$ cat config.mk
export PLATFORM = sky130hd
export DESIGN_NAME = pressure_glitch_filter_alarm
export DESIGN_NICKNAME = d
export VERILOG_FILES = /design/src/rtl/core/pgfa_pkg.sv /design/src/rtl/core/pgfa_median.sv /design/src/rtl/core/pressure_glitch_filter_alarm.sv
export SDC_FILE = /design/constraint.sdc
export NUM_CORES = 1
export LEC_CHECK = 0
export BUFFER_PORTS_ARGS = -buffer_cell sky130_fd_sc_hd__buf_2
export CORE_UTILIZATION = 55
export CTS_BUF_LIST = sky130_fd_sc_hd__clkbuf_2 sky130_fd_sc_hd__clkbuf_4 sky130_fd_sc_hd__clkbuf_8
export DETAILED_ROUTE_END_ITERATION = 16
export PLACE_DENSITY_LB_ADDON = 0.3
export SYNTH_ARGS = -nofsm -noshare
export SYNTH_HDL_FRONTEND = slang
export SYNTH_SLANG_ARGS = --single-unit
export TNS_END_PERCENT = 30
$ cat constraint.sdc
create_clock -name clock -period 11.55 [get_ports clock]
set_input_delay 0.5775 -clock clock [delete_from_list [all_inputs] [get_ports clock]]
set_output_delay 0.5775 -clock clock [all_outputs]
set_load 0.1 [all_outputs]
$ cat src/rtl/core/pgfa_pkg.sv
// Shared constants, types and register map of the pressure glitch filter.
package pgfa_pkg;

   // Sample width and the fixed widths of the pressure grid
   localparam int SAMPLE_BITS   = 16;
   localparam int PRESS_BITS    = 15;
   localparam int THRESH_BITS   = 13;
   localparam int CONFIRM_BITS  = 3;
   localparam int STATUS_BITS   = 2;
   localparam int CSR_ADDR_BITS = 4;
   localparam int CSR_DATA_BITS = 32;

   // Compare width wide enough for the sample and any limit, plus sign
   localparam int CMP_BITS = ((SAMPLE_BITS > PRESS_BITS + 1) ? SAMPLE_BITS : PRESS_BITS + 1) + 1;

   // Saturation point of the consecutive-jump counter
   localparam logic [CONFIRM_BITS-1:0] JUMP_COUNT_MAX = '1;

   // Register reset values
   localparam logic [THRESH_BITS-1:0]  ALERT_THRESHOLD_RST = THRESH_BITS'(1600);
   localparam logic [PRESS_BITS-1:0]   RANGE_LIMIT_RST     = PRESS_BITS'(5280);
   localparam logic [PRESS_BITS-1:0]   JUMP_LIMIT_RST      = PRESS_BITS'(960);
   localparam logic [CONFIRM_BITS-1:0] CONFIRM_RST         = CONFIRM_BITS'(2);

   typedef logic signed [SAMPLE_BITS-1:0] sample_type;

   // Register index, taken from paddr[3:2]
   typedef enum logic [1:0] {
      REG_ALERT_THRESHOLD = 2'd0,
      REG_RANGE_LIMIT     = 2'd1,
      REG_JUMP_LIMIT      = 2'd2,
      REG_CONFIRMATIONS   = 2'd3
   } reg_index_type;

   typedef enum logic [STATUS_BITS-1:0] {
      ST_ACCEPTED = 2'd0,
      ST_RANGE    = 2'd1,
      ST_GLITCH   = 2'd2
   } status_type;

endpackage

$ cat src/rtl/core/pgfa_median.sv
// Median of three signed samples.
module pgfa_median (
   input  pgfa_pkg::sample_type sample_a,
   input  pgfa_pkg::sample_type sample_b,
   input  pgfa_pkg::sample_type sample_c,
   output pgfa_pkg::sample_type median
);
   import pgfa_pkg::*;

   sample_type lo_ab;
   sample_type hi_ab;
   sample_type hi_c;

   // Order the first pair, then bound the third sample by it
   assign lo_ab  = (sample_a > sample_b) ? sample_b : sample_a;
   assign hi_ab  = (sample_a > sample_b) ? sample_a : sample_b;
   assign hi_c   = (hi_ab > sample_c) ? sample_c : hi_ab;
   assign median = (lo_ab > hi_c) ? lo_ab : hi_c;

endmodule

$ cat src/rtl/core/pressure_glitch_filter_alarm.sv
// Top level of the pressure glitch filter with low-pressure alert.
//
//   Channel  Direction  Handshake            Beat contents
//   req_     in         req_valid/req_stall  three signed pressure samples
//   rsp_     out        rsp_valid/rsp_stall  status, held pressure, alert
//   csr_     in/out     APB write/read       four filter registers
//
// A beat is registered with its median at the edge that accepts it and settled
// against the filter state into the output register once that register is
// free, from where its result is on rsp_; one beat can be taken every cycle
// while req_stall is low. Synchronous reset clears the filter state and loads
// register defaults. A stalled result is held in the output register while the
// next beat still enters the input register; the input stalls only when both
// registers are full and the output is stalled.
module pressure_glitch_filter_alarm (
   input  logic                                   clock,
   input  logic                                   reset,
   // Input channel
   input  logic                                   req_valid,
   output logic                                   req_stall,
   input  pgfa_pkg::sample_type                   req_sample_first,
   input  pgfa_pkg::sample_type                   req_sample_second,
   input  pgfa_pkg::sample_type                   req_sample_third,
   // Result channel
   output logic                                   rsp_valid,
   input  logic                                   rsp_stall,
   output logic [pgfa_pkg::STATUS_BITS-1:0]       rsp_status,
   output logic [pgfa_pkg::PRESS_BITS-1:0]        rsp_held_pressure,
   output logic                                   rsp_alert,
   // Configuration port
   input  logic                                   csr_psel,
   input  logic                                   csr_penable,
   input  logic                                   csr_pwrite,
   input  logic [pgfa_pkg::CSR_ADDR_BITS-1:0]     csr_paddr,
   input  logic [pgfa_pkg::CSR_DATA_BITS-1:0]     csr_pwdata,
   output logic [pgfa_pkg::CSR_DATA_BITS-1:0]     csr_prdata,
   output logic                                   csr_pready
);
   import pgfa_pkg::*;

   // Configuration registers
   logic [THRESH_BITS-1:0]  alert_threshold_ff;
   logic [PRESS_BITS-1:0]   range_limit_ff;
   logic [PRESS_BITS-1:0]   jump_limit_ff;
   logic [CONFIRM_BITS-1:0] confirmations_ff;
   reg_index_type           csr_index;
   logic                    csr_write;

   // Input stage
   sample_type              median_in;
   sample_type              median_ff;
   logic                    in_valid_ff;

   // Filter state
   logic [PRESS_BITS-1:0]   prev_ff;
   logic [PRESS_BITS-1:0]   prev_in;
   logic [CONFIRM_BITS-1:0] jump_count_ff;
   logic [CONFIRM_BITS-1:0] jump_count_in;
   logic                    alert_ff;
   logic                    alert_in;

   // Output stage
   logic                    out_valid_ff;
   status_type              status_ff;
   status_type              status_in;

   // Datapath
   logic                    advance;
   logic                    out_open;
   logic signed [CMP_BITS-1:0] med_wide;
   logic                    med_neg;
   logic                    over_range;
   logic [PRESS_BITS-1:0]   press;
   logic signed [PRESS_BITS+1:0] delta;
   logic [PRESS_BITS:0]     delta_abs;
   logic                    is_jump;
   logic [CONFIRM_BITS-1:0] count_bumped;
   logic                    take;

   assign csr_pready = 1'b1;
   assign csr_index  = reg_index_type'(csr_paddr[3:2]);
   assign csr_write  = csr_psel & csr_penable & csr_pwrite;

   // Write registers
   always_ff @(posedge clock) begin
      if (reset) begin
         alert_threshold_ff <= ALERT_THRESHOLD_RST;
         range_limit_ff     <= RANGE_LIMIT_RST;
         jump_limit_ff      <= JUMP_LIMIT_RST;
         confirmations_ff   <= CONFIRM_RST;
      end else if (csr_write) begin
         unique case (csr_index)
            REG_ALERT_THRESHOLD: alert_threshold_ff <= csr_pwdata[THRESH_BITS-1:0];
            REG_RANGE_LIMIT:     range_limit_ff     <= csr_pwdata[PRESS_BITS-1:0];
            REG_JUMP_LIMIT:      jump_limit_ff      <= csr_pwdata[PRESS_BITS-1:0];
            REG_CONFIRMATIONS:   confirmations_ff   <= csr_pwdata[CONFIRM_BITS-1:0];
            default: ;
         endcase
      end
   end

   // Read back registers
   always_comb begin
      unique case (csr_index)
         REG_ALERT_THRESHOLD: csr_prdata = CSR_DATA_BITS'(alert_threshold_ff);
         REG_RANGE_LIMIT:     csr_prdata = CSR_DATA_BITS'(range_limit_ff);
         REG_JUMP_LIMIT:      csr_prdata = CSR_DATA_BITS'(jump_limit_ff);
         REG_CONFIRMATIONS:   csr_prdata = CSR_DATA_BITS'(confirmations_ff);
         default:             csr_prdata = '0;
      endcase
   end

   // Handshake: the output register frees when empty or drained
   assign out_open  = ~out_valid_ff | ~rsp_stall;
   assign advance   = in_valid_ff & out_open;
   assign req_stall = in_valid_ff & ~out_open;

   pgfa_median u_median (
      .sample_a (req_sample_first),
      .sample_b (req_sample_second),
      .sample_c (req_sample_third),
      .median   (median_in)
   );

   // Capture the median of an accepted beat
   always_ff @(posedge clock) begin
      if (reset) begin
         in_valid_ff <= 1'b0;
      end else if (~req_stall) begin
         in_valid_ff <= req_valid;
      end
      if (req_valid & ~req_stall) begin
         median_ff <= median_in;
      end
   end

   // Clamp negatives and check the range limit
   assign med_wide   = CMP_BITS'(median_ff);
   assign med_neg    = median_ff[SAMPLE_BITS-1];
   assign over_range = ~med_neg &
                       (med_wide > $signed({{(CMP_BITS-PRESS_BITS){1'b0}}, range_limit_ff}));
   assign press      = med_neg ? '0 : med_wide[PRESS_BITS-1:0];

   // Measure the jump from the last accepted pressure
   assign delta     = $signed({2'b00, press}) - $signed({2'b00, prev_ff});
   assign delta_abs = delta[PRESS_BITS+1] ? (PRESS_BITS+1)'(0) - delta[PRESS_BITS:0]
                                          : delta[PRESS_BITS:0];
   assign is_jump   = delta_abs > {1'b0, jump_limit_ff};

   assign count_bumped = (jump_count_ff == JUMP_COUNT_MAX) ? jump_count_ff
                                                           : jump_count_ff + 1'b1;

   // Decide the beat and the next filter state
   always_comb begin
      prev_in       = prev_ff;
      jump_count_in = jump_count_ff;
      alert_in      = alert_ff;
      status_in     = ST_ACCEPTED;
      take          = 1'b0;
      if (over_range) begin
         status_in = ST_RANGE;
      end else begin
         jump_count_in = is_jump ? count_bumped : '0;
         take          = ~is_jump | (count_bumped >= confirmations_ff);
         if (take) begin
            prev_in  = press;
            alert_in = ({{(PRESS_BITS-THRESH_BITS){1'b0}}, alert_threshold_ff} >= press);
         end else begin
            status_in = ST_GLITCH;
         end
      end
   end

   // Advance the filter state and the result register
   always_ff @(posedge clock) begin
      if (reset) begin
         out_valid_ff  <= 1'b0;
         prev_ff       <= '0;
         jump_count_ff <= '0;
         alert_ff      <= 1'b0;
         status_ff     <= ST_ACCEPTED;
      end else begin
         if (out_open) begin
            out_valid_ff <= in_valid_ff;
         end
         if (advance) begin
            prev_ff       <= prev_in;
            jump_count_ff <= jump_count_in;
            alert_ff      <= alert_in;
            status_ff     <= status_in;
         end
      end
   end

   // Held pressure always equals the last accepted pressure
   assign rsp_valid         = out_valid_ff;
   assign rsp_status        = status_ff;
   assign rsp_held_pressure = prev_ff;
   assign rsp_alert         = alert_ff;

endmodule
==> run_results.csv <==
group,metric,value,unit
yosys,yosysTopAreaCellShare,17.8,%
timing,setup_viol,0,
global_route,grt_pass1_wl,32100,um
clock_tree,cts-root-buf,"clkbuf_8",
placement,portBuffers,106,
global_route,antenna_found_initial,0,
route,dr_wl_met2,9460,um
run,cap_violations,0,
floorplanning,dieArea,0.0147,mm2
finish,layout.nets,1253,
run_status,status,"finished clean",
timing,relSlewSlack,27.9,%
yosys,syn_avg_cell_area,8.05,um2
yosys,yosys_register_bits,85,
setup_path,r2r_slack,5.29,ns
setup_path,critPathMaxFanout,51,
finish,area_delta_synth_final,9.53,%
yosys,async_flop_share,0,%
timing,finalMaxSlewViolations,0,
timing,fmax,129,MHz
yosys,synth_most_common_cell,"nand2_1",
route,vias,7092,
yosys,yosysTopAreaCell,"ha_1",
placement,placed_area,0.00837,mm2
clock_tree,clk_latency,0.37,ns
global_route,grt-ovfl-total,0,
route,route.met3.wl,1010,um
clock_tree,cts_buffer_depth,2,
finish,nFillCells,1305,
setup_path,reg2regPathDepth,21,
floorplanning,design.core.area,0.0139,mm2
clock_tree,hold_buffers,0,
finish,drive_gt1_share,16.4,%
min_path,holdCritPathClass,"in2reg",
route,wl_met1,8760,um
yosys,ys_top_cells_by_area,"ha_1, dfxtp_1, nand2_1, edfxtp_1, inv_1",
floorplanning,fp.dieH,121,um
finish,multi_input_area,0.00529,mm2
yosys,synth-edff-count,16,
power,p_per_area,225,mW/mm2
route,drt_pass1_iterations,5,
route,wl_per_cell,16.1,um
timing,period_minus_slack,7.76,ns
clock_tree,cts.clk_slew.worst_paths,0.09,ns
placement,dp_hpwl,15800,um
finish,fin_area,0.00855,mm2
yosys,ys_top_cells_by_count,"nand2_1, ha_1, inv_1",
power,p_leak,0.00396,uW
timing,post-route-period-util,67.2,%
yosys,synth_flop_cell,"dfxtp_1",
route,drc,0,
setup_path,worstSetupStartpointType,"input pin",
route,top_layer,"met4",
clock_tree,cts_resized,0,
route,vias_per_cell,5.74,
clock_tree,cts_tree,"done",
finish,antenna_cells,0,
route,postRouteAntennaNets,0,
setup_path,cp-end-kind,"register",
yosys,synthCells,969,
timing,rsz0062_at_grt,"no",
setup_path,worstSetupPathType,"in2reg",
floorplanning,rows,43,
timing,final.setup.tns,0,ns
setup_path,crit_required,11.61,ns
clock_tree,cts.htree.levels,3,
timing,hold_violations,0,
timing,tightestPinTransition,1.08,ns
floorplanning,initial_core_util,56.2,%
global_route,grt_pass1_vias,6490,
finish,regArea,0.00186,mm2
clock_tree,cts.sinks,85,
min_path,whs_path_depth,2,
power,peakVddDrop,121,uV
global_route,grt_usage,28.1,%
timing,worst_clock_skew,0.0165,ns
clock_tree,post_cts_buffers,0,
yosys,ys.warnings.count,0,
setup_path,arrival,7.82,ns
placement,gp_congestion,0.921,
yosys,synth_cell_types,66,
yosys,yosysSeqAreaShare,23.9,%
global_route,grt_max_degree,56,
yosys,netlist_area,0.00780,mm2
floorplanning,dieWidth,121,um
route,wirelength,19900,um
clock_tree,cts-buffers-inserted,9,
floorplanning,io_pins,144,
route,drtIter0Drc,622,
## layer usage
metal  up-vias  track usage, %
met5         -               0
met4         0            11.3
met3        40            3.76
met2       240            48.1
met1      3243            35.4
li1       3569               -
## final timing paths
path / from / endpoint
worst max-delay path: req_sample_second[9] / median_ff[9]
worst min register to register: rsp_alert / rsp_alert
worst min-delay path: req_valid / in_valid_ff
worst max register to register: median_ff[15] / rsp_held_pressure[0]
## kinds of logic after synthesis
group	count (synthesis)	share of synthesized area (%)
buffers and inverters	168	9.27
AO/OA/AOI/OAI	231	20.6
adder cells (fa/ha/maj)	112	18.1
multiplexers	54	7.70
flip-flops	85	23.9
XOR/XNOR	26	2.92
other	2	0.0963
AND/OR/NAND/NOR	291	17.5
## cell type report
cell class | count | share of cell area (%)
Clock inverter | 6 | 0.527
Tap cell | 180 | 2.64
Inverter | 109 | 4.79
Clock buffer | 10 | 1.54
Sequential cell | 85 | 21.8
Multi-Input combinational cell | 732 | 61.9
Timing Repair Buffer | 113 | 6.82
## critical path, stage by stage
cell,delay [ns]
buf_2,0.09
inv_1,0.06
ha_1,0.29
a21o_1,0.18
a21o_1,0.17
a21oi_1,0.15
a2bb2oi_1,0.30
a31oi_1,0.16
nor3b_2,0.16
buf_4,0.43
mux2_2,0.40
ha_1,0.29
nand4_1,0.16
or3_1,0.40
or3_1,0.42
nand2_1,0.07
nor3_1,0.06
nor2_2,0.21
buf_4,0.31
mux2i_1,0.30
ha_1,0.18
nand2_1,0.07
nor4_1,0.46
a2111oi_0,0.15
a31oi_1,0.56
buf_4,0.29
mux2i_1,0.67
a222oi_1,0.21
## cell usage in the layout, fill, tap and decap left out, types with 18 or more instances in the layout
cell / n
buf_2: 106
nand2_1: 140
ha_1: 111
a21oi_1: 59
mux2i_1: 33
nor2_1: 41
o21ai_0: 50
dfxtp_1: 69
mux2_2: 18
nor3_1: 19
conb_1: 18
inv_1: 109
a21o_1: 21
## per-stage QoR
stage	setup WS, ns	power, uW	util, %	instances	hold WS (ns)
after floorplan	4.21	1460	-	985	0.446
after global placement	3.54	1690	60.3	1219	0.447
after detailed placement	3.44	1720	60.3	1219	0.456
after CTS	3.86	1920	61.6	1235	0.428
after global routing	3.21	2090	61.6	1235	0.423
final	3.79	1920	61.6	1235	0.433
## registers in the layout (all words and copies together), names as in the netlist
register,count
jump_count_ff,3
in_valid_ff,1
alert_threshold_ff,13
confirmations_ff,3
rsp_alert,1
rsp_valid,1
rsp_held_pressure,15
jump_limit_ff,15
rsp_status,2
median_ff,16
range_limit_ff,15
## where the power goes
part           switching (uW)  internal (uW)  total (uW)  leakage, uW
Clock                     117           82.7         199    0.0000929
Sequential               28.6            345         373     0.000714
Combinational             831            520        1350      0.00316
Total                     976            947        1920      0.00396
Note: power is estimated with default switching activity, not from simulation.
